[src/rtl/core/positional_list_engine_macros.svh]
// assertion macros for the positional list engine
// no dependencies; taken in by the files that check their own logic
`ifndef POSITIONAL_LIST_ENGINE_MACROS_SVH
`define POSITIONAL_LIST_ENGINE_MACROS_SVH

// clocked check, masked while reset is asserted
`define PLE_ASSERT(lbl, clk, rstn, prop, msg) \
    lbl: assert property (@(posedge clk) disable iff (!rstn) prop) else $error(msg);

// clocked check that also holds during reset
`define PLE_ASSERT_ALWAYS(lbl, clk, prop, msg) \
    lbl: assert property (@(posedge clk) prop) else $error(msg);

`endif

[src/rtl/core/ple_pkg.sv]
// shared types and constants for the positional list engine
// no dependencies; imported by every module of the block
`timescale 1ns / 1ps

package ple_pkg;

    // list store geometry
    localparam int CAPACITY = 64;
    localparam int ADDR_W   = $clog2(CAPACITY);
    localparam int COUNT_W  = 7;
    localparam int DATA_W   = 32;

    localparam logic [COUNT_W-1:0] CAP_COUNT    = COUNT_W'(CAPACITY);
    localparam logic [DATA_W-1:0]  READ_INVALID = '1;

    // operation codes carried on the input side
    typedef enum logic [2:0] {
        OP_READ     = 3'd0,
        OP_INS_HEAD = 3'd1,
        OP_INS_TAIL = 3'd2,
        OP_INS_AT   = 3'd3,
        OP_DELETE   = 3'd4
    } opcode_t;

    // result status codes
    typedef enum logic [1:0] {
        ST_DONE  = 2'd0,
        ST_RANGE = 2'd1,
        ST_FULL  = 2'd2
    } status_t;

    // sequencer states
    typedef enum logic [2:0] {
        S_IDLE,
        S_CHECK,
        S_READ_WAIT,
        S_SHIFT_RD,
        S_SHIFT_WR,
        S_PUT,
        S_DONE
    } state_t;

    // one access to the list store
    typedef struct packed {
        logic              we;
        logic [ADDR_W-1:0] waddr;
        logic [DATA_W-1:0] wdata;
        logic [ADDR_W-1:0] raddr;
    } mem_req_t;

    // one result item
    typedef struct packed {
        logic signed [DATA_W-1:0] read_value;
        status_t                  status;
        logic [COUNT_W-1:0]       entry_count;
    } result_t;

endpackage

[src/rtl/core/positional_list_engine.sv]
// top level of the positional list engine: stream ports and result register
// depends on ple_pkg, ple_ctrl and ple_ram
`timescale 1ns / 1ps

// Bounded ordered list of up to 64 signed 32-bit entries, kept in a store with one write
// and one read port. Each input transfer carries one operation (read, insert at head,
// insert at tail, insert before a position, delete at a position) and produces exactly
// one result transfer with the read value, a status and the entry count. One
// item is handled at a time: s_tready is high only while the sequencer is idle.
// A read, a rejected operation or an append needs no shift; an insert or a delete at
// position p moves each entry behind p by one slot, in a read state and then a write
// state per entry, because every entry that moves goes through the store's one read
// and one write port in turn. The result sits in an output register, so the next
// item is taken while it waits. The store needs no clearing after reset.
module positional_list_engine
    import ple_pkg::*;
(
    input  logic        aclk,
    input  logic        aresetn,
    input  logic        s_tvalid,
    output logic        s_tready,
    input  logic [39:0] s_tdata,   // position[6:0], item_value[38:7], zero pad
    input  logic [2:0]  s_tuser,   // opcode[2:0]
    output logic        m_tvalid,
    input  logic        m_tready,
    output logic [47:0] m_tdata    // read_value[31:0], status[33:32],
                                   // entry_count[40:34], zero pad
);

    mem_req_t          mem_req;
    logic [DATA_W-1:0] mem_rdata;
    logic              res_valid;
    logic              res_ready;
    result_t           res;

    logic              m_tvalid_reg;
    result_t           out_reg;

    ple_ctrl u_ctrl (
        .aclk        (aclk),
        .aresetn     (aresetn),
        .in_valid    (s_tvalid),
        .in_ready    (s_tready),
        .in_opcode   (s_tuser),
        .in_position (s_tdata[6:0]),
        .in_value    (s_tdata[38:7]),
        .mem_req     (mem_req),
        .mem_rdata   (mem_rdata),
        .res_valid   (res_valid),
        .res_ready   (res_ready),
        .res         (res)
    );

    ple_ram u_ram (
        .aclk  (aclk),
        .req   (mem_req),
        .rdata (mem_rdata)
    );

    // output register takes a result when empty or being drained
    assign res_ready = !m_tvalid_reg || m_tready;

    always_ff @(posedge aclk) begin
        if (!aresetn) begin
            m_tvalid_reg <= 1'b0;
        end else if (res_ready) begin
            m_tvalid_reg <= res_valid;
        end
    end

    always_ff @(posedge aclk) begin
        if (res_valid && res_ready) begin
            out_reg <= res;
        end
    end

    // pack the result transfer
    assign m_tvalid = m_tvalid_reg;
    assign m_tdata  = {7'd0, out_reg.entry_count, out_reg.status, out_reg.read_value};

endmodule

[src/rtl/core/ple_ram.sv]
// list store: one write port and one registered read port
// depends on ple_pkg for depth, widths and the access struct
`timescale 1ns / 1ps

module ple_ram
    import ple_pkg::*;
(
    input  logic              aclk,
    input  mem_req_t          req,
    output logic [DATA_W-1:0] rdata
);

    logic [DATA_W-1:0] mem_reg [CAPACITY];
    logic [DATA_W-1:0] rdata_reg;

    // write port
    always_ff @(posedge aclk) begin
        if (req.we) begin
            mem_reg[req.waddr] <= req.wdata;
        end
    end

    // registered read port
    always_ff @(posedge aclk) begin
        rdata_reg <= mem_reg[req.raddr];
    end

    assign rdata = rdata_reg;

endmodule

[src/rtl/core/ple_ctrl.sv]
// sequencer: decodes one operation and walks the shift loop over the store
// depends on ple_pkg and the assertion macros header
`timescale 1ns / 1ps
`include "positional_list_engine_macros.svh"

module ple_ctrl
    import ple_pkg::*;
(
    input  logic                     aclk,
    input  logic                     aresetn,
    input  logic                     in_valid,
    output logic                     in_ready,
    input  logic [2:0]               in_opcode,
    input  logic [COUNT_W-1:0]       in_position,
    input  logic signed [DATA_W-1:0] in_value,
    output mem_req_t                 mem_req,
    input  logic [DATA_W-1:0]        mem_rdata,
    output logic                     res_valid,
    input  logic                     res_ready,
    output result_t                  res
);

    state_t             state_reg, state_next;
    logic [COUNT_W-1:0] count_reg, count_next;
    logic [2:0]         op_reg, op_next;
    logic [COUNT_W-1:0] pos_reg, pos_next;
    logic [DATA_W-1:0]  val_reg, val_next;
    logic [COUNT_W-1:0] idx_reg, idx_next;
    logic [DATA_W-1:0]  rval_reg, rval_next;
    status_t            st_reg, st_next;

    // shared index unit: one step and one compare per cycle
    logic               is_delete;
    logic [COUNT_W-1:0] idx_step;
    logic [COUNT_W-1:0] ins_pos;

    assign is_delete = (opcode_t'(op_reg) == OP_DELETE);
    assign idx_step  = is_delete ? COUNT_W'(idx_reg + 1'b1) : COUNT_W'(idx_reg - 1'b1);

    // target position of an insert
    always_comb begin
        case (opcode_t'(op_reg))
            OP_INS_HEAD: ins_pos = '0;
            OP_INS_TAIL: ins_pos = count_reg;
            default:     ins_pos = pos_reg;
        endcase
    end

    // control registers
    always_ff @(posedge aclk) begin
        if (!aresetn) begin
            state_reg <= S_IDLE;
            count_reg <= '0;
        end else begin
            state_reg <= state_next;
            count_reg <= count_next;
        end
    end

    // operation and result payload
    always_ff @(posedge aclk) begin
        op_reg   <= op_next;
        pos_reg  <= pos_next;
        val_reg  <= val_next;
        idx_reg  <= idx_next;
        rval_reg <= rval_next;
        st_reg   <= st_next;
    end

    // next state and store accesses
    always_comb begin
        state_next    = state_reg;
        count_next    = count_reg;
        op_next       = op_reg;
        pos_next      = pos_reg;
        val_next      = val_reg;
        idx_next      = idx_reg;
        rval_next     = rval_reg;
        st_next       = st_reg;
        in_ready      = 1'b0;
        res_valid     = 1'b0;
        mem_req.we    = 1'b0;
        mem_req.waddr = idx_reg[ADDR_W-1:0];
        mem_req.wdata = mem_rdata;
        mem_req.raddr = idx_step[ADDR_W-1:0];

        unique case (state_reg)
            S_IDLE: begin
                in_ready = 1'b1;
                if (in_valid) begin
                    op_next    = in_opcode;
                    pos_next   = in_position;
                    val_next   = in_value;
                    state_next = S_CHECK;
                end
            end

            S_CHECK: begin
                rval_next  = READ_INVALID;
                st_next    = ST_DONE;
                state_next = S_DONE;
                case (opcode_t'(op_reg))
                    OP_READ: begin
                        mem_req.raddr = pos_reg[ADDR_W-1:0];
                        if (pos_reg < count_reg) begin
                            state_next = S_READ_WAIT;
                        end else begin
                            st_next = ST_RANGE;
                        end
                    end
                    OP_INS_HEAD, OP_INS_TAIL, OP_INS_AT: begin
                        if (opcode_t'(op_reg) == OP_INS_AT && pos_reg > count_reg) begin
                            st_next = ST_RANGE;
                        end else if (count_reg == CAP_COUNT) begin
                            st_next = ST_FULL;
                        end else begin
                            pos_next = ins_pos;
                            idx_next = count_reg;
                            state_next = (count_reg == ins_pos) ? S_PUT : S_SHIFT_RD;
                        end
                    end
                    OP_DELETE: begin
                        if (pos_reg >= count_reg) begin
                            st_next = ST_RANGE;
                        end else if (COUNT_W'(pos_reg + 1'b1) == count_reg) begin
                            count_next = COUNT_W'(count_reg - 1'b1);
                        end else begin
                            idx_next   = pos_reg;
                            state_next = S_SHIFT_RD;
                        end
                    end
                    default: begin
                        st_next = ST_DONE;
                    end
                endcase
            end

            S_READ_WAIT: begin
                rval_next  = mem_rdata;
                state_next = S_DONE;
            end

            // fetch the neighbor that moves into idx
            S_SHIFT_RD: begin
                state_next = S_SHIFT_WR;
            end

            // move the fetched entry and step the index
            S_SHIFT_WR: begin
                mem_req.we = 1'b1;
                idx_next   = idx_step;
                if (is_delete) begin
                    if (COUNT_W'(idx_step + 1'b1) == count_reg) begin
                        count_next = COUNT_W'(count_reg - 1'b1);
                        state_next = S_DONE;
                    end else begin
                        state_next = S_SHIFT_RD;
                    end
                end else begin
                    state_next = (idx_step == pos_reg) ? S_PUT : S_SHIFT_RD;
                end
            end

            // drop the new value into its slot
            S_PUT: begin
                mem_req.we    = 1'b1;
                mem_req.waddr = pos_reg[ADDR_W-1:0];
                mem_req.wdata = val_reg;
                count_next    = COUNT_W'(count_reg + 1'b1);
                state_next    = S_DONE;
            end

            S_DONE: begin
                res_valid = 1'b1;
                if (res_ready) begin
                    state_next = S_IDLE;
                end
            end

            default: begin
                state_next = S_IDLE;
            end
        endcase
    end

    assign res.read_value  = rval_reg;
    assign res.status      = st_reg;
    assign res.entry_count = count_reg;

    // checks on the sequencer
    `PLE_ASSERT(a_count_cap, aclk, aresetn, count_reg <= CAP_COUNT, "entry count above capacity")
    `PLE_ASSERT(a_idle_count, aclk, aresetn, (state_reg == S_IDLE) |=> $stable(count_reg), "count moved while idle")
    `PLE_ASSERT(a_write_state, aclk, aresetn, mem_req.we |-> (state_reg == S_SHIFT_WR || state_reg == S_PUT), "store written outside a shift or put")
    `PLE_ASSERT(a_done_hold, aclk, aresetn, (res_valid && !res_ready) |=> (res_valid && $stable(count_reg)), "result dropped before transfer")

endmodule
[config.mk]
export PLATFORM = sky130hd
export DESIGN_NAME = positional_list_engine
export DESIGN_NICKNAME = d
export VERILOG_FILES = /design/src/rtl/core/ple_pkg.sv /design/src/rtl/core/positional_list_engine.sv /design/src/rtl/core/ple_ram.sv /design/src/rtl/core/ple_ctrl.sv
export VERILOG_INCLUDE_DIRS = /design/src /design/src/rtl/core
export SDC_FILE = /design/constraint.sdc
export NUM_CORES = 2
export LEC_CHECK = 0
export ABC_AREA = 1
export BUFFER_PORTS_ARGS = -buffer_cell sky130_fd_sc_hd__buf_2
export CAP_MARGIN = 30
export CORE_UTILIZATION = 57
export CTS_CLUSTER_DIAMETER = 60
export DETAILED_ROUTE_END_ITERATION = 8
export PLACE_DENSITY_LB_ADDON = 0.2
export SKIP_CTS_REPAIR_TIMING = 1
export SKIP_LAST_GASP = 1
export SLEW_MARGIN = 25
export SYNTH_ARGS = -nofsm -noshare
export SYNTH_HDL_FRONTEND = slang
export SYNTH_SLANG_ARGS = --single-unit
[constraint.sdc]
create_clock -name aclk -period 4.1 [get_ports aclk]
set_clock_uncertainty 0.05 [all_clocks]
set_input_delay 0 -clock aclk [delete_from_list [all_inputs] [get_ports aclk]]
set_output_delay 0 -clock aclk [all_outputs]
set_load 0.005 [all_outputs]
# Word-level counts from Yosys, hierarchy flattened
# Memory sizes are Yosys's and may differ from the RTL's. A register that Yosys moved wholly into a read port is not among the register bits.
# Cells that the tools add are included.
[totals] mem_count=1 regBits=135 wordCells=116 input_bits=47 ramBits=2048 out_inout_bits=50
[memory_table] name="u_ram.mem_reg" words=64 word_bits=32 read_ports=1 rd_clocked_by_memory_dff=1 write_ports=1 line_no="ple_ram.sv:13" source="logic [DATA_W-1:0] mem_reg [CAPACITY];"
[op_classes] eq_ne=30 n_mux=46 addsub=6 n_reduce_logical=18 magnitude_cmp=3
[op_table] operator="2-to-1 mux 7 bit" count=14
[op_table] operator="case mux 32 bit (2 select lines)" count=1
[op_table] operator="case mux 7 bit (2 select lines)" count=4
[op_table] operator="2-to-1 mux 38 bit" count=1
[op_table] operator="2-to-1 mux 3 bit" count=11
[op_table] operator="adder 7 x 1 -> 7 bit, second input constant" count=4
[op_table] operator="equality test 7 bit" count=4
[op_table] operator="case mux 7 bit (3 select lines)" count=1
[op_table] operator="case mux 3 bit (6 select lines)" count=1
[op_table] operator="subtractor 7 x 1 -> 7 bit, second input constant" count=2
[op_table] operator="equality test 3 x 2 -> 1 bit, second input constant" count=4
[op_table] operator="equality test 3 bit, second input constant" count=4
[op_table] operator="2-to-1 mux 6 bit" count=2
[op_table] operator="inequality test 2 bit, second input constant" count=6
[op_table] operator="inequality test 3 bit, second input constant" count=4
[op_table] operator="AND reduction 6 bit" count=2
[op_table] operator="case mux 3 bit (3 select lines)" count=1
[op_table] operator="inequality test 2 x 1 -> 1 bit, second input constant" count=4
[op_table] operator="equality test 7 bit, second input constant" count=1
[op_table] operator="greater-or-equal comparator 7 bit" count=1
[op_table] operator="> comparator 7 bit" count=1
[op_table] operator="less-than comparator 7 bit" count=1
[op_table] operator="2-to-1 mux 1 bit" count=7
[op_table] operator="equality test 3 x 1 -> 1 bit, second input constant" count=2
[op_table] operator="13 further kinds" count=20

# Logic depth before layout (Yosys ltp)
[logic_depth] ltp_word=8 ltp_mapped=23

# Hierarchy
# Synthesis repeated with hierarchy kept, for this count alone.
[unflattened] hier_cells=7530 hier_area_um2=89688.5
[modules_own_cells] module="ple_ram" area_each_um2=82738.1 cells_each=6769 instances=1 seq_area_each_um2=62139.6
[modules_own_cells] module="ple_ctrl" area_each_um2=5611.6 cells_each=705 instances=1 seq_area_each_um2=2692.6
[modules_own_cells] module="positional_list_engine" area_each_um2=1338.8 cells_each=56 instances=1 seq_area_each_um2=1251.2

# Worst setup path before layout
# OpenSTA, ideal clock, no wires.
[synth_timing] kind="register to register" startpoint="reg u_ctrl.state_reg[2]" endpoint="mem u_ram.mem_reg[0][0], data pin" setup_slack_ns=-0.225 setup_ns=0.702 arrival_ns=3.573 required_ns=3.348 stages_incl_launch_ff=8 path_cell_list="dfxtp_1 inv_2 nor2_4 inv_1 nor2_2 clkbuf_1 clkbuf_1 o21ai_0"
[synth_rtl] element="from (decl)" line_no="ple_ctrl.sv:23" source="state_t state_reg, state_next;"
[synth_rtl] element="from (signal assigned)" line_no="ple_ctrl.sv:55" source="state_reg <= state_next;"
[synth_rtl] element="to (decl)" line_no="ple_ram.sv:13"

# Final worst setup path
[layout_timing] startpoint="reg u_ctrl.op_reg[1]" endpoint="reg u_ram.rdata_reg[18], in the netlist u_ram.rdata[18] (read register of u_ram.mem_reg)"
[layout_via] elab_chain_len=4 word_cells_on_any_way=5
[layout_rtl] element="from (decl)" line_no="ple_ctrl.sv:25" source="logic [2:0] op_reg, op_next;"
[layout_rtl] element="from (signal assigned)" line_no="ple_ctrl.sv:62" source="op_reg <= op_next;"
[layout_rtl] element="equality test 3 bit" line_no="ple_ctrl.sv:37" source="assign is_delete = (opcode_t'(op_reg) == OP_DELETE);"
[layout_rtl] element="2-to-1 mux 7 bit" line_no="ple_ctrl.sv:38" source="assign idx_step = is_delete ? COUNT_W'(idx_reg + 1'b1) : COUNT_W'(idx_reg - 1'b1);"
[layout_rtl] element="2-to-1 mux 6 bit" line_no="ple_ctrl.sv:102" source="case (opcode_t'(op_reg))"
[layout_rtl] element="2-to-1 mux 6 bit *" line_no="ple_ctrl.sv:87" source="unique case (state_reg)"
[layout_rtl] element="to (decl)" line_no="ple_ram.sv:14" source="logic [DATA_W-1:0] rdata_reg;"
# Mark *: on every way between the ends. The rest lies on a longest branch, timed or not.
# A chain may end at the register's enable or synchronous reset.

==> parameters.txt <==
Parameter                              Value

STA
  Setup repair after global routing missed its margin    no
  Aggregate negative setup slack    0 ns
  Achievable frequency    0.2539 GHz
  Smallest hold slack    0.003143 ns
  Slew at the pin closest to its max-slew limit    0.9896 ns
  Period utilization    96.05%
  Min setup slack post-route    0.1618 ns
  Minimum clock period    3.938 ns
  Max-slew violation count    0
  Worst-case headroom to the max-slew limit    34.03%
  Total count of hold-check failures in the final report    0
  Setup violations, final    0

Placed design
  Total half-perimeter wirelength after legalization and detailed placement    138,500 um
  Pre-CTS setup slack    0.2156 ns
  Final weighted congestion of routability-driven global placement    0.9119
  Count of input and output buffers    88

Floorplan
  Core area    0.1568 mm2
  I/O pin total    97
  DIE HEIGHT    399.9 um
  Number of placement rows    145
  Area of the die    0.1599 mm2
  Effective utilization at floorplan    57.57%
  Width of the die    399.9 um

Synth
  Cell count after synthesis    7,551
  Per-instance average area after synthesis    11.95 um2
  Count of synthesis-stage warnings from yosys    0
  Fraction of the mapped netlist area in compound gates    3.197%
  Post-synthesis share of cell area spent on and, or, nand and nor gates    19.84%
  Post-synthesis sequential element count    2,215
  Xor and xnor fraction of the mapped netlist area    0.1359%
  Cell area after synthesis    0.09025 mm2
  Share of the yosys chip area belonging to registers    73.23%
  Post-synth cell types    39
  Multiplexer fraction of the synthesized cell area    0%
  Adder-cell share of the synthesized area    0.3355%
  Main combinational cell family by area after synthesis    simple AND/OR/NAND/NOR gates

Finish
  Top library cells by usage in the layout, fill and taps aside    2,414 x nand2_1, 2,172 x edfxtp_1, 1,472 x nand3_1
  Share of cells above drive strength 1    11.65%
  Final core utilization    65.96%
  Number of flip-flops in the largest register    2,048
  Most common cell after layout, fill and taps aside    nand2_1
  Nets    7,842
  Number of fill cells in the layout    11,060
  P&R area growth vs syn    14.57%

GRT
  Number of antenna violations at the first check in global routing    3
  Wire length of the first global-routing pass    360,800 um
  Tot GR Track Use    30.81%
  Largest net degree at the start of global routing    161
  Number of global-route vias before repair    55,990
  Global-route congestion overflow total    0

Clock network
  Reg clk slew, reported paths    0.06 ns
  Insertion delay of the later-clocked pin in the worst-skew pair    0.85 ns
  Clk buf depth    3
  Number of H-tree levels    4
  Clock buffers created by TritonCTS    211
  Buffer cell driving the clock tree root    clkbuf_16
  TritonCTS sink count    2,215
  TritonCTS clock tree    yes

Routing
  Vias post-DR    60,610
  Number of detailed-route iterations in the first pass    6
  Remaining routing DRC violations    0
  Vias per Instance    6.052
  Final WL    249,300 um
  Number of DRC markers after the initial detailed-route iteration    8,948
  Antenna Nets Post-Route    0
  DR WL/cell    24.89 um

Setup path
  Cell repeated most along the worst path    nand3_1
  CP max stage delay    0.60 ns
  Critical path, cell by cell    nor2_1 -> nand2_1 -> clkinv_1 -> fa_1 -> inv_1 -> nand2_1 -> o21ai_4 -> inv_8 -> buf_12 -> buf_12 -> buf_12 -> o211ai_1 -> nand3_1 -> nand3_1 -> nand3_1 -> nand3_1 -> nand2_1
  Crit path max fanout    49
  Data arrival at the endpoint of the critical path    4.65 ns
  Critical path capture point type    register
  R2R setup slack    0.16 ns
  Critical path type    reg -> reg
  Required time at the endpoint of the critical path    4.82 ns
  CP max-delay cell    fa_1
  Element type at the critical path start    register

Run
  MaxCap Viol Count    0

Hold path
  Min-Delay Path Class    in -> reg

Outcome
  Result of the run    complete, no violations
[routing by layer]
metal,vias to the layer above,GRT usage [%],share of wire [%]
li1,27130,-,-
met1,29540,44.90,40
met2,3528,45.87,45
met3,415,6.472,12
met4,0,11.59,3.6
met5,-,0,0
[critical path, delay by kind of cell, from the launching register on]
kind,cells,cell delay (ns)
buf+inv,6,1.24
flops,1,0.41
compound gates,2,0.24
simple gates,8,1.26
fa+ha+maj,1,0.60
[cell type report]
| class | instances | area (um2) | area share, % |
|---|---|---|---|
| multi-input cells | 4684 | 22170 | 21.44 |
| inverters | 188 | 725.7 | 0.7018 |
| clock inverters | 115 | 978.4 | 0.9463 |
| repair buffers | 472 | 5190 | 5.019 |
| clock buffers | 280 | 5670 | 5.484 |
| flip-flops and latches | 2215 | 66080 | 63.91 |
| well taps | 2058 | 2575 | 2.490 |
| diodes | 3 | 7.507 | 0.007260 |
[synthesized netlist by cell type, drive strengths merged]
library cell / instances / area [um2]
nand3: 1472 / 7367
nand2: 2418 / 9089
a21boi: 1 / 7.510
or2: 131 / 819.5
edfxtp: 2172 / 65220
o2111ai: 1 / 8.760
o211ai: 160 / 1201
o21ai: 233 / 1181
nand3b: 3 / 22.52
nand4: 15 / 93.84
xor2: 9 / 78.83
conb: 1 / 3.750
inv: 187 / 701.9
clkbuf: 151 / 566.8
ha: 21 / 262.8
nor2: 125 / 495.5
a31oi: 7 / 43.79
a21oi: 35 / 175.2
xnor2: 5 / 43.79
fa: 2 / 40.04
nor3b: 1 / 7.510
buf: 319 / 1672
nor3: 2 / 10.01
dfxtp: 43 / 860.8
o21bai: 32 / 240.2
a21o: 2 / 15.01
clkinv: 1 / 3.750
o22ai: 2 / 12.51
[cell families after synthesis]
family	Yosys count
flip-flops	2215
AND/OR/NAND/NOR	4167
XOR/XNOR	14
other	1
AO/OA/AOI/OAI	473
buffers and inverters	658
adder cells (fa/ha/maj)	23
[through the flow]
step / instance area, um2 / cells
3_5_place_dp: 95820 / 9530
5_1_grt: 103400 / 10010
6_report: 103400 / 10020
4_1_cts: 102500 / 9925
2_1_floorplan: 90270 / 7557
3_3_place_gp: 95650 / 9523
[path summary, 6_finish.rpt]
path / start / end / depth (start not counted)
min: s_tdata[5] / u_ctrl.pos_reg[5] / 4
max: u_ctrl.op_reg[1] / u_ram.rdata[18] / 17
min reg2reg: u_ctrl.st_reg[1] / m_tdata[33] / 0
max reg2reg: u_ctrl.op_reg[1] / u_ram.rdata[18] / 17
Power is left out: the tool's default activity adds up to more than one toggle a clock period on the data nets, which glitch-free logic cannot reach.
